$ cat src/gcdu_pkg.sv
// shared types and constants for the gcd / lcm / modular inverse unit
`default_nettype none
package gcdu_pkg;

  localparam int DEF_OPERAND_WIDTH = 32;
  localparam int IN_WIDTH          = 32;
  localparam int RESULT_WIDTH      = 64;

  typedef enum logic [1:0] {
    F_GCD = 2'd0,
    F_LCM = 2'd1,
    F_INV = 2'd2,
    F_NOP = 2'd3
  } func_t;

  typedef enum logic [3:0] {
    S_IDLE,
    S_CHECK,
    S_DIV,
    S_MUL,
    S_SUB,
    S_REM,
    S_LCM_DIV,
    S_LCM_MUL,
    S_FINISH
  } state_t;

endpackage
`default_nettype wire

$ cat src/gcdu_div.sv
// restoring unsigned divider, one quotient bit per cycle
`default_nettype none
module gcdu_div #(
  parameter int WIDTH = gcdu_pkg::DEF_OPERAND_WIDTH + 1
) (
  input  wire logic             clk,
  input  wire logic             rst,
  input  wire logic             start,
  input  wire logic [WIDTH-1:0] num,
  input  wire logic [WIDTH-1:0] den,
  output logic                  done,
  output logic [WIDTH-1:0]      quot,
  output logic [WIDTH-1:0]      rem
);
  import gcdu_pkg::*;

  localparam int CW = $clog2(WIDTH + 1);

  logic          busy;
  logic [CW-1:0] cnt;
  logic [WIDTH-1:0] dvs;
  logic [WIDTH:0]   trial;
  logic [WIDTH:0]   diff;

  assign trial = {rem, quot[WIDTH-1]};
  assign diff  = trial - {1'b0, dvs};

  always_ff @(posedge clk) begin
    if (rst) begin
      busy <= 1'b0;
      done <= 1'b0;
      cnt  <= '0;
    end else begin
      done <= 1'b0;
      if (start) begin
        busy <= 1'b1;
        cnt  <= CW'(WIDTH);
      end else if (busy) begin
        cnt <= cnt - CW'(1);
        if (cnt == CW'(1)) begin
          busy <= 1'b0;
          done <= 1'b1;
        end
      end
    end
  end

  always_ff @(posedge clk) begin
    if (start) begin
      rem  <= '0;
      quot <= num;
      dvs  <= den;
    end else if (busy) begin
      if (!diff[WIDTH]) begin
        rem  <= diff[WIDTH-1:0];
        quot <= {quot[WIDTH-2:0], 1'b1};
      end else begin
        rem  <= trial[WIDTH-1:0];
        quot <= {quot[WIDTH-2:0], 1'b0};
      end
    end
  end

  // divisor is never zero when a division is launched
  a_den_nonzero: assert property (@(posedge clk) disable iff (rst) start |-> den != '0)
    else $error("division by zero launched");
  // remainder stays below divisor at completion
  a_rem_lt_den: assert property (@(posedge clk) disable iff (rst) done |-> rem < dvs)
    else $error("remainder not below divisor");
  a_no_overlap: assert property (@(posedge clk) disable iff (rst) busy |-> !start)
    else $error("division started while busy");

endmodule
`default_nettype wire

$ cat config.mk
export PLATFORM = sky130hd
export DESIGN_NAME = gcdu_div
export DESIGN_NICKNAME = d
export VERILOG_FILES = /design/src/gcdu_pkg.sv /design/src/gcdu_div.sv
export SDC_FILE = /design/constraint.sdc
export NUM_CORES = 1
export LEC_CHECK = 0
export BUFFER_PORTS_ARGS = -buffer_cell sky130_fd_sc_hd__buf_2
export CAP_MARGIN = 20
export CELL_PAD_IN_SITES_DETAIL_PLACEMENT = 0
export CELL_PAD_IN_SITES_GLOBAL_PLACEMENT = 1
export CORE_ASPECT_RATIO = 1.5
export CORE_UTILIZATION = 42
export DETAILED_ROUTE_END_ITERATION = 8
export GPL_TIMING_DRIVEN = 0
export PLACE_DENSITY_LB_ADDON = 0.08
export REMOVE_ABC_BUFFERS = 1
export SYNTH_ARGS = -nofsm -noshare
export SYNTH_HDL_FRONTEND = slang
export SYNTH_SLANG_ARGS = --single-unit
$ cat constraint.sdc
create_clock -name clk -period 3.1 [get_ports clk]
set_clock_uncertainty 0.1 [all_clocks]
set_input_delay 0.31 -clock clk [delete_from_list [all_inputs] [get_ports clk]]
set_output_delay 0.31 -clock clk [all_outputs]
set_load 0.02 [all_outputs]
Word level (Yosys, flattened, before mapping)
Index checks and enable logic that the tools add are counted.

Register bits: 107. Output and inout bits: 67. Word-level logic and storage cells: 24.

Add/sub/neg operators: 2. Eq/ne operators: 1. Muxes and demuxes: 10. Bitwise logic cells: 1. Reductions and logical operators: 3.

Operators by type and width (number): $mux 33 (3); $sub 34x33->34 (1); $mux 6 (2); $eq 6x1->1 const B (1); $sub 6x1->6 const B (1); $mux 1 (5); $reduce_or 3->1 (1); $reduce_bool 2->1 (1); $reduce_or 2->1 (1); $not 1->1 (1).

Logic depth before layout (Yosys ltp)
Gate-level depths: netlist of the first run.

Depth in word-level cells: 4. Gate-level depth with buffers: 14. Gate-level depth less buffers: 13.

Worst setup path before layout of the first run
No wires, ideal clock.

Path type: reg2reg. From: register rem[25]. To: register rem[10]. Library setup time: 0.137 ns. Arrival: 2.766 ns. Required time: 2.863 ns. Slack: 0.097 ns. Cell stages (with the launch flop): 13. Buffers on the path: 2. Cell sequence: dfxtp_1 > ha_1 > clkbuf_2 > a211o_1 > a31oi_1 > o21ai_1 > or4_1 > a21oi_2 > nor2_2 > xnor2_4 > buf_6 > mux2i_1 > a211oi_1.

Longest elaborated chain between the ends: 2.

RTL lines: start, declared (RTL line gcdu_div.sv:13) `output logic [WIDTH-1:0] rem`; start signal, assigned (RTL line gcdu_div.sv:55) `rem <= diff[WIDTH-1:0];`; start signal, assigned (RTL line gcdu_div.sv:58) `rem <= trial[WIDTH-1:0];`; $sub 34x33->34 (RTL line gcdu_div.sv:26) `assign diff = trial - {1'b0, dvs};`; $mux 33 (RTL line gcdu_div.sv:54) `if (!diff[WIDTH]) begin`.

No other way between the ends. A chain may end at the register's enable or synchronous reset.

Worst setup path after layout of the first run
From: register dvs[26]. To: register quot[0], data pin.

Longest elaborated chain between the ends: 4.

RTL lines: start, declared (RTL line gcdu_div.sv:21) `logic [WIDTH-1:0] dvs;`; start signal, assigned (RTL line gcdu_div.sv:52) `dvs <= den;`; $sub 34x33->34 (RTL line gcdu_div.sv:26); $mux 1 (RTL line gcdu_div.sv:54); $mux 33 (RTL line gcdu_div.sv:53) `end else if (busy) begin`; $mux 33 (RTL line gcdu_div.sv:49) `if (start) begin`; end signal, assigned (RTL line gcdu_div.sv:51) `quot <= num;`; end signal, assigned (RTL line gcdu_div.sv:56) `quot <= {quot[WIDTH-2:0], 1'b1};`; end signal, assigned (RTL line gcdu_div.sv:59) `quot <= {quot[WIDTH-2:0], 1'b0};`; end, declared (RTL line gcdu_div.sv:12) `output logic [WIDTH-1:0] quot,`.

No other way between the ends. The select of a mux whose other input is x is not followed.

==> metrics.yaml, run 1 <==
run_status:
  status: "finished, violations left"
  violations: "setup timing"
timing:
  fin_crit_sh_pct: 102
  drv_slew: 0
  worst_slack_ns: -0.0515
  holdWs_ns: 0.0244
  worst-slew-pin-transition_ns: 0.613
  fmax_mhz: 317
  rsz0062_at_grt: "yes"
  setup_viol: 12
  finalHoldViolCount: 0
  max_slew_margin_pct: 59.2
  tns_ns: -0.225
  period_needed_ns: 3.15
worst_hold_path:
  min-delay-start: "den[11]"
  holdPathEnd: "dvs[11]"
  hold_path.class: "primary input to flop"
  holdPathStages: 1
finish:
  fillers: 1287
  multi_input_area_um2: 3170
  register_area_um2: 2810
  area_growth_pct: 26.6
  nNetsFinal: 813
  fin_util_pct: 54.5
  antennaDiodeCount: 0
  final_layout_size_suffix_gt1_share_pct: 34.4
synth:
  ys.flop_type: "edfxtp_1"
  yosys.area.top_type: "edfxtp_1"
  synth_top_cell_area_share_pct: 32.9
  async_flop_share_pct: 0
  ys_warn_count: 0
  synth_area_leaders: "edfxtp_1, dfxtp_1, ha_1, mux2_2, mux2i_1"
  synth.top_cells.by_count: "edfxtp_1, nor2_1, inv_1"
  yosysSeqAreaShare_pct: 46.5
  synth-seq-cells: 107
  synth_most_common_cell: "edfxtp_1"
  synth_edf_count: 66
  synthCells: 571
  avgSynthCellArea_um2: 10.6
  synth_cell_types: 55
  syn_area_um2: 6020
worst_setup_path:
  crit_path_start_kind: "flop"
  critPathKind: "flop to flop"
  path_cells: "inv_2 -> ha_4 -> a211o_1 -> a31oi_1 -> o21ai_1 -> or4_1 -> a21oi_2 -> nor2_4 -> xnor2_4 -> buf_12 -> clkbuf_16 -> mux2_2"
  r2r-end: "quot[0]"
  cp_slowest_stage_delay_ns: 0.54
  regToRegSetupSlack_ns: -0.05
  regToRegStartpoint: "dvs[26]"
  path_buf_inv: 3
  crit_family: "compound AO/OA/AOI/OAI gates"
  crit_path_end_kind: "flop"
  path_max_fanout: 8
  cp.arrival_ns: 3.17
  slowest_stage: "or4_1"
  required_ns: 3.11
  r2r_cells: 12
die:
  io_pins: 136
  dieArea_um2: 14800
  die_y_um: 149
  start_util_pct: 43.1
  die_w_um: 99.8
  core-area_um2: 14000
  rows: 53
routing:
  wl_per_cell_um: 15.3
  drc_errors: 0
  drt_iter0_drc: 123
  avgViaCountPerCell: 5.17
  first_pass_iters: 5
  vias: 4681
  wirelength_mm: 13.8
  antenna_left: 0
cts:
  cts-buffers-inserted: 9
  clock_latency_ns: 0.36
  clkSlewWorstSetupHoldPaths_ns: 0.08
  tritoncts: "built"
  clock-root-buffer: "clkbuf_16"
  h-tree-depth: 3
  cts_sinks: 107
  clockBufferDepth: 2
place:
  hpwl_mm: 9.75
  io_buffers: 135
  place_congestion: 0.758
global_routing:
  track_usage_pct: 18.6
  antenna_found_initial: 0
  overflow: 0
  grt_pass1_vias: 4634
  grt_start_max_net_pins: 63
  grt_pass1_wl_mm: 21.7
power_and_ir_drop:
  power_leakage_nw: 3.21
  ir_worst_vdd_mv: 0.332
  power_density_nw_per_um2: 519
flow_run:
  cap_viol_max_count: 0
[cells by family (layout without fill, tap and decap cells)]
group           after synthesis  after routing  synth area share (%)
simple gates                125            125                  9.82
fa+ha+maj                    36             36                  7.60
xor+xnor                     35             35                  5.40
flops                       107            107                  46.5
compound gates              136            136                  14.8
buf+inv                      69            211                  4.69
mux                          63             63                  11.2
[worst max-delay path by stage]
| stage | start | endpoint | slack (ns) | cells past startpoint |
|---|---|---|---|---|
| floorplan | rem[23] | rem[10] | -0.36 | 11 |
| global placement | rem[1] | rem[27] | -1.08 | 10 |
| detailed placement | rem[1] | rem[27] | -0.64 | 11 |
| CTS | dvs[8] | rem[23] | 0.003 | 13 |
| global route | dvs[26] | rem[20] | -0.16 | 13 |
| finish | dvs[26] | quot[0] | -0.05 | 12 |
[cell usage in the layout, fill, tap and decap left out, drive strengths merged, types with 10 or more instances in the layout]
cell type / netlist / routed
a31oi: 10 / 10
a21oi: 37 / 37
edfxtp: 66 / 66
ha: 35 / 35
nand2: 27 / 27
xor2: 13 / 13
dfxtp: 41 / 41
a21o: 10 / 10
mux2i: 30 / 30
o21ai: 21 / 21
mux2: 33 / 33
a211oi: 31 / 31
buf: 7 / 148
inv: 44 / 45
clkbuf: 18 / 13
xnor2: 22 / 22
nor2: 51 / 51
[power by group]
part / leakage, nW / switching, mW / internal [mW] / total (mW)
logic: 2.08 / 0.604 / 0.489 / 1.09
registers: 0.994 / 0.0860 / 1.65 / 1.74
clock network: 0.142 / 0.562 / 0.564 / 1.13
total: 3.21 / 1.25 / 2.70 / 3.96
[sequential cells by signal, summed over array words and instances (netlist names)]
name	count
cnt	6
rem	33
done	1
dvs	33
busy	1
quot	33
[through the flow]
stage                     instance area [um2]  worst slack, ns  total power [mW]  instances
final                                    7620          -0.0515              3.96        905
after CTS                                7390          0.00263              3.94        897
after detailed placement                 6920           -0.638              2.75        877
after floorplan                          5910           -0.359              2.44        546
after global placement                   6820            -1.08              2.72        873
after global routing                     7620           -0.161              4.17        905
[per-layer routing]
layer / part of all wire [%] / track usage, % / vias up
met5: 0 / 0 / -
met4: 1.8 / 7.21 / 0
met3: 4.7 / 4.42 / 15
met2: 53 / 33.6 / 107
met1: 40 / 20.9 / 2201
li1: - / - / 2358
[worst reg2reg max path, stage by stage (launching register included)]
cell and delay, ns:
edfxtp_1 0.39, inv_2 0.09, ha_4 0.22, a211o_1 0.25, a31oi_1 0.17, o21ai_1 0.12, or4_1 0.55, a21oi_2 0.17
nor2_4 0.08, xnor2_4 0.17, buf_12 0.17, clkbuf_16 0.17, mux2_2 0.26
[final cells by class]
cell class / instances / share of cell area [%]
multi-input cells: 395 / 41.5
flip-flops and latches: 107 / 36.8
repair buffers: 151 / 12.5
well taps: 192 / 3.15
clock buffers: 10 / 3.00
inverters: 44 / 2.17
clock inverters: 6 / 0.820
[repair_timing]
| item | 4_1_cts | 5_1_grt |
|---|---|---|
| setup buffers | 3 | 6 |
| gates resized for setup | 26 | 28 |
| pin swaps | 5 | 35 |
| setup endpoints to repair | 34 | 34 |
| cloned | 1 | 3 |
| hold buffers | 0 | 0 |
(Power assumes the default switching activity.)
==> run 2: changes to the inputs <==
--- a/config.mk
+++ b/config.mk
@@ -5,13 +5,14 @@
 export SDC_FILE = /design/constraint.sdc
 export NUM_CORES = 1
 export LEC_CHECK = 0
-export BUFFER_PORTS_ARGS = -buffer_cell sky130_fd_sc_hd__buf_2
+export ABC_CLOCK_PERIOD_IN_PS = 3100
 export CAP_MARGIN = 20
 export CELL_PAD_IN_SITES_DETAIL_PLACEMENT = 0
 export CELL_PAD_IN_SITES_GLOBAL_PLACEMENT = 1
 export CORE_ASPECT_RATIO = 1.5
-export CORE_UTILIZATION = 42
+export CORE_UTILIZATION = 25
 export DETAILED_ROUTE_END_ITERATION = 8
+export DONT_BUFFER_PORTS = 1
 export GPL_TIMING_DRIVEN = 0
 export PLACE_DENSITY_LB_ADDON = 0.08
 export REMOVE_ABC_BUFFERS = 1
==> run 2 against run 1 <==
Against the previous run: the flow now finishes without violations; combinational power shrank 8%; worst setup slack gained 0.16 ns; sequential share of layout area shrank 0.29 points; routed wire length grew 17%; register-to-register slack gained 0.16 ns; critical endpoint is now rem[24].
==> metrics.yaml, run 2 (synthesized netlist as in run 1, its figures left out) <==
worst_setup_path:
  slowest_stage: "edfxtp_1"  # was or4_1
  cp_common_cell: "o21ai_2"
  cp_slowest_stage_delay_ns: 0.54  # about the same
  cp.depth: 14  # was 12
  r2r_cells: 14  # was 12
  cp-startpoint: "quot[32]"  # was dvs[26]
  crit_family: "compound AO/OA/AOI/OAI gates"  # unchanged
  crit_path_end: "rem[24]"  # was quot[0]
  cp.arrival_ns: 3.11  # was 3.17 ns
  regToRegStartpoint: "quot[32]"  # was dvs[26]
  path_max_fanout: 3  # was 8
  required_ns: 3.22  # was 3.11 ns
  crit_path_end_kind: "flop"  # unchanged
  crit_path_start_kind: "flop"  # unchanged
  critPathKind: "flop to flop"  # unchanged
  path_buf_inv: 2  # was 3
  regToRegSetupSlack_ns: 0.11  # was -0.05 ns
  path_cells: "inv_2 -> ha_4 -> fa_2 -> nand2b_4 -> a21oi_4 -> o21ai_2 -> a21oi_2 -> nor4b_2 -> o21ai_2 -> buf_4 -> a31oi_1 -> xnor2_1 -> mux2i_1 -> a211oi_2"  # was inv_2 -> ha_4 -> a211o_1 -> a31oi_1 -> o21ai_1 -> or4_1 -> a21oi_2 -> nor2_4 -> xnor2_4 -> buf_12 -> clkbuf_16 -> mux2_2
  r2r-end: "rem[24]"  # was quot[0]
routing:
  drc_errors: 0  # unchanged
  first_pass_iters: 4  # was 5
  wl_per_cell_um: 17.2  # was 15.3 um
  drt_iter0_drc: 130  # was 123
  wirelength_mm: 16.2  # was 13.8 mm
  vias: 4416  # was 4681
  avgViaCountPerCell: 4.68  # was 5.17
  antenna_left: 0  # unchanged
cts:
  clock-root-buffer: "clkbuf_16"  # unchanged
  clock_latency_ns: 0.36  # about the same
  tritoncts: "built"  # unchanged
  h-tree-depth: 3  # unchanged
  clkSlewWorstSetupHoldPaths_ns: 0.08  # about the same
  cts-buffers-inserted: 9  # unchanged
  cts_sinks: 107  # unchanged
  clockBufferDepth: 2  # unchanged
timing:
  worst_slack_ns: 0.112  # was -0.0515 ns
  rsz0062_at_grt: "yes"  # unchanged
  drv_slew: 0  # unchanged
  period_needed_ns: 2.99  # was 3.15 ns
  setup_viol: 0  # was 12
  worst-slew-pin-transition_ns: 0.706  # was 0.613 ns
  tns_ns: 0  # was -0.225 ns
  max_slew_margin_pct: 53.0  # was 59.2%
  fin_crit_sh_pct: 96.4  # was 102%
  finalHoldViolCount: 0  # unchanged
  fmax_mhz: 335  # was 317 MHz
global_routing:
  antenna_found_initial: 0  # unchanged
  track_usage_pct: 13.2  # was 18.6%
  overflow: 0  # unchanged
  grt_pass1_vias: 4643  # was 4634
  grt_start_max_net_pins: 69  # was 63
  grt_pass1_wl_mm: 24.8  # was 21.7 mm
finish:
  layout_common_cells: "edfxtp_1, nor2_1, inv_1, dlygate4sd3_1, mux2_2"  # was buf_2, edfxtp_1, nor2_1, inv_1, dfxtp_1
  nNetsFinal: 725  # was 813
  final_common_cell: "edfxtp_1"  # was buf_2
  top_regs: "dvs x33, quot x33, rem x33"  # unchanged
  area_growth_pct: 29.5  # was 26.6%
  antennaDiodeCount: 0  # unchanged
  fin_area_um2: 7800  # was 7620 um2
  fin_util_pct: 33.0  # was 54.5%
  final_layout_size_suffix_gt1_share_pct: 26.1  # was 34.4%
worst_hold_path:
  hold_path.class: "primary input to flop"  # unchanged
place:
  hpwl_mm: 10.9  # was 9.75 mm
  place_congestion: 0.733  # was 0.758
  dpl_cell_area_um2: 6370  # was 6920 um2
  io_buffers: 0  # was 135
  dp_slack_ns: -0.941  # was -0.638 ns
power_and_ir_drop:
  p_switching_mw: 1.30  # was 1.25 mW
  clkPwrFrac_pct: 30.0  # was 28.5%
  p_seq_share_pct: 45.7  # was 43.9%
  power_density_nw_per_um2: 525  # was 519 nW/um2
  ir_worst_vdd_mv: 0.270  # was 0.332 mV
  power.total_mw: 4.10  # was 3.96 mW
  switching_share_pct: 31.8  # was 31.6%
  power_leakage_nw: 2.88  # was 3.21 nW
  p_int_mw: 2.80  # was 2.70 mW
  p_comb_share_pct: 24.4  # was 27.6%
die:
  die_w_um: 129  # was 99.8 um
  rows: 69  # was 53
  io_pins: 136  # unchanged
  start_util_pct: 25.5  # was 43.1%
  dieArea_um2: 24700  # was 14800 um2
  die_y_um: 192  # was 149 um
  core-area_um2: 23700  # was 14000 um2
flow_run:
  cap_viol_max_count: 0  # unchanged
run_status:
  status: "complete, no violations"  # was finished, violations left
==> run 2: layer usage <==
layer | up-vias | GRT usage [%] | share of wire (%)
met1 | 2139 | 13.9 | 39
li1 | 2177 | - | -
met2 | 88 | 24.8 | 55
met5 | - | 0 | 0
met4 | 0 | 4.43 | 1.4
met3 | 12 | 3.73 | 4.6
==> run 2: per-stage QoR <==
stage	hold slack (ns)	instances
floorplan	0.279	546
global placement	0.285	865
detailed placement	0.282	868
CTS	0.0420	939
global route	0.0448	944
finish	0.0624	944
==> run 2: worst min-delay path by stage <==
stage | startpoint | to | depth (start not counted) | slack (ns)
floorplan | start | rem[31] | 1 | 0.28
global placement | rst | cnt[0] | 1 | 0.29
detailed placement | rst | busy | 1 | 0.28
CTS | num[14] | quot[14] | 1 | 0.04
global route | num[9] | quot[9] | 1 | 0.04
finish | num[8] | quot[8] | 1 | 0.06
==> run 2: layout make-up <==
type	count	area, um2
Inverter	44	165
Tap cell	319	399
Multi-Input combinational cell	395	3370
Timing Repair Buffer	63	706
Clock inverter	7	82.6
Clock buffer	9	225
Sequential cell	107	2850
Fill cell	2470	15900
==> run 2: power groups by stage <==
| stage | Clock, mW | Combinational, mW | Sequential, mW |
|---|---|---|---|
| 2_1_floorplan | 0 | 0.580 | 1.86 |
| 3_3_place_gp | 0 | 0.726 | 1.91 |
| 3_5_place_dp | 0 | 0.745 | 1.90 |
| 4_1_cts | 1.29 | 0.946 | 1.88 |
| 5_1_grt | 1.32 | 1.10 | 1.89 |
| 6_report | 1.23 | 0.998 | 1.87 |
==> run 2: timing repair <==
action                                 4_1_cts  5_1_grt
resized for setup                           87       31
endpoints found under the hold margin      104        0
hold buffers                                38        0
pin swaps                                   27       16
setup endpoints to repair                   34       34
cloned                                       1        2
setup buffers                               16        3
==> run 3: changes to the inputs <==
--- a/config.mk
+++ b/config.mk
@@ -16,6 +16,7 @@
 export GPL_TIMING_DRIVEN = 0
 export PLACE_DENSITY_LB_ADDON = 0.08
 export REMOVE_ABC_BUFFERS = 1
+export SETUP_SLACK_MARGIN = 0.5
 export SYNTH_ARGS = -nofsm -noshare
 export SYNTH_HDL_FRONTEND = slang
 export SYNTH_SLANG_ARGS = --single-unit
==> run 3 against run 2 <==
Against the previous run: combinational power hardly changed; maximum frequency is 0.45% higher; sequential share of layout area is 0.23 points lower; routed wire length hardly changed; core utilization is 0.27 points higher; sequential power hardly changed; critical path type unchanged; largest cell class unchanged; first-iteration DRC count is 9.2% lower; cell area is 0.82% higher; hold slack hardly changed; via count hardly changed; critical endpoint is now quot[0]; global-route usage hardly changed.
==> metrics.yaml, run 3 (synthesized netlist as in run 1, its figures left out) <==
timing:
  period_needed_ns: 2.97  # was 2.99 ns
  fin_crit_sh_pct: 96.0  # was 96.4%
  worst-slew-pin-transition_ns: 0.689  # was 0.706 ns
  rsz0062_at_grt: "yes"  # unchanged
  setup_viol: 0  # unchanged
  tns_ns: 0  # unchanged
  max_slew_margin_pct: 54.1  # was 53.0%
  drv_slew: 0  # unchanged
  finalHoldViolCount: 0  # unchanged
  fmax_mhz: 336  # was 335 MHz
worst_setup_path:
  crit_path_start_kind: "flop"  # unchanged
  crit_path_end_kind: "flop"  # unchanged
  crit_family: "compound AO/OA/AOI/OAI gates"  # unchanged
  cp.arrival_ns: 3.00  # was 3.11 ns
  regToRegStartpoint: "quot[32]"  # unchanged
  required_ns: 3.12  # was 3.22 ns
  critPathKind: "flop to flop"  # unchanged
  cp-startpoint: "quot[32]"  # unchanged
  path_max_fanout: 9  # was 3
  cp_common_cell: "nand2b_4"  # was o21ai_2
  path_cells: "inv_2 -> ha_4 -> nand2b_4 -> nand2b_4 -> a22o_4 -> o31ai_4 -> o21ai_4 -> a21oi_2 -> nor2_4 -> xnor2_4 -> buf_4 -> buf_16 -> mux2_2"  # was inv_2 -> ha_4 -> fa_2 -> nand2b_4 -> a21oi_4 -> o21ai_2 -> a21oi_2 -> nor4b_2 -> o21ai_2 -> buf_4 -> a31oi_1 -> xnor2_1 -> mux2i_1 -> a211oi_2
  slowest_stage: "edfxtp_1"  # unchanged
  path_buf_inv: 3  # was 2
  cp_slowest_stage_delay_ns: 0.55  # was 0.54 ns
place:
  hpwl_mm: 10.9  # unchanged
  dp_cells: 868  # unchanged
  io_buffers: 0  # unchanged
  place_congestion: 0.733  # unchanged
finish:
  instances_no_fill: 946  # was 944
  fillers: 2464  # was 2470
  top_regs: "dvs x33, quot x33, rem x33"  # unchanged
  register_area_um2: 2860  # was 2850 um2
  layout_common_cells: "edfxtp_1, nor2_1, inv_1, dlygate4sd3_1, mux2_2"  # unchanged
  area_growth_pct: 30.6  # was 29.5%
  final_common_cell: "edfxtp_1"  # unchanged
  antennaDiodeCount: 0  # unchanged
  multi_input_area_um2: 3410  # was 3370 um2
  fin_util_pct: 33.3  # was 33.0%
  nNetsFinal: 727  # was 725
  final_layout_size_suffix_gt1_share_pct: 28.1  # was 26.1%
run_status:
  status: "complete, no violations"  # unchanged
power_and_ir_drop:
  power_leakage_nw: 2.90  # was 2.88 nW
  ir_worst_vdd_mv: 0.270  # about the same
  power_density_nw_per_um2: 523  # was 525 nW/um2
die:
  die_y_um: 192  # unchanged
  die_w_um: 129  # unchanged
  rows: 69  # unchanged
  core-area_um2: 23700  # unchanged
  start_util_pct: 25.5  # unchanged
  dieArea_um2: 24700  # unchanged
  io_pins: 136  # unchanged
global_routing:
  track_usage_pct: 13.2  # about the same
  grt_pass1_wl_mm: 24.9  # was 24.8 mm
  antenna_found_initial: 0  # unchanged
  grt_pass1_vias: 4655  # was 4643
  grt_start_max_net_pins: 70  # was 69
  overflow: 0  # unchanged
routing:
  vias: 4419  # was 4416
  antenna_left: 0  # unchanged
  avgViaCountPerCell: 4.67  # was 4.68
  first_pass_iters: 4  # unchanged
  drc_errors: 0  # unchanged
  wirelength_mm: 16.2  # about the same
  drt_iter0_drc: 118  # was 130
  wl_per_cell_um: 17.1  # was 17.2 um
cts:
  cts-buffers-inserted: 9  # unchanged
  tritoncts: "built"  # unchanged
  clock_latency_ns: 0.36  # about the same
  h-tree-depth: 3  # unchanged
  clkSlewWorstSetupHoldPaths_ns: 0.08  # about the same
  clock-root-buffer: "clkbuf_16"  # unchanged
  clockBufferDepth: 2  # unchanged
  cts_sinks: 107  # unchanged
worst_hold_path:
  min-delay-start: "num[8]"  # unchanged
  hold_path.class: "primary input to flop"  # unchanged
flow_run:
  cap_viol_max_count: 0  # unchanged
run 3: cell count changes in the layout (fill, tap and decap cells not counted), moves of 2 or more:
| cell | delta |
|---|---|
| dfxtp_1 | -2 |
| o21ai_0 | -2 |
| ha_2 | +2 |
| o21ai_1 | +2 |
| buf_6 | +3 |
run 3: metal layers:
layer / GRT usage, % / vias to the layer above / routed length [um]
met4: 4.43 / 0 / 233
met5: 0 / - / 0
met1: 14.0 / 2132 / 6350
met3: 3.73 / 12 / 749
met2: 24.8 / 91 / 8870
li1: - / 2184 / -
run 3: worst reg2reg max path, stage by stage, from the launching register on:
cell and delay, ns:
edfxtp_1 0.55, inv_2 0.13, ha_4 0.14, nand2b_4 0.14, nand2b_4 0.06, a22o_4 0.27
o31ai_4 0.25, o21ai_4 0.11, a21oi_2 0.20, nor2_4 0.07, xnor2_4 0.15, buf_4 0.16
buf_16 0.15, mux2_2 0.25
run 3: timing repair:
action,4_1_cts,5_1_grt
hold endpoints to repair,104,0
setup buffers,17,5
gates resized for setup,99,36
pin swaps,36,31
endpoints found under the setup margin,34,34
hold buffers,37,0
gates cloned,1,2
run 3: layout make-up:
type	instances	area share, %
Clock buffer	9	2.86
Clock inverter	7	1.05
Inverter	44	2.10
Multi-Input combinational cell	395	43.3
Sequential cell	107	36.3
Tap cell	319	5.07
Timing Repair Buffer	65	9.27
run 3: path summary, 6_finish.rpt:
kind | endpoint | slack (ns) | depth (start not counted)
hold / removal | quot[8] | 0.06 | 1
setup reg to reg | quot[0] | 0.13 | 13
setup / recovery | quot[0] | 0.13 | 13
hold reg to reg | cnt[1] | 0.41 | 2
run 3: where the power goes:
| part | internal [mW] | leakage, nW | switching, mW |
|---|---|---|---|
| combinational | 0.500 | 1.74 | 0.512 |
| sequential | 1.66 | 1.00 | 0.214 |
| clock | 0.644 | 0.152 | 0.583 |
| total | 2.80 | 2.90 | 1.31 |
run 3: stage by stage:
step           area [um2]  hold slack [ns]  power (mW)  setup slack, ns
4_1_cts              7630           0.0420        4.13         0.000670
3_5_place_dp         6370            0.282        2.64           -0.941
5_1_grt              7870           0.0448        4.34         -0.00163
2_1_floorplan        5910            0.279        2.44           -0.359
3_3_place_gp         6310            0.285        2.64            -1.53
6_report             7870           0.0623        4.11            0.125
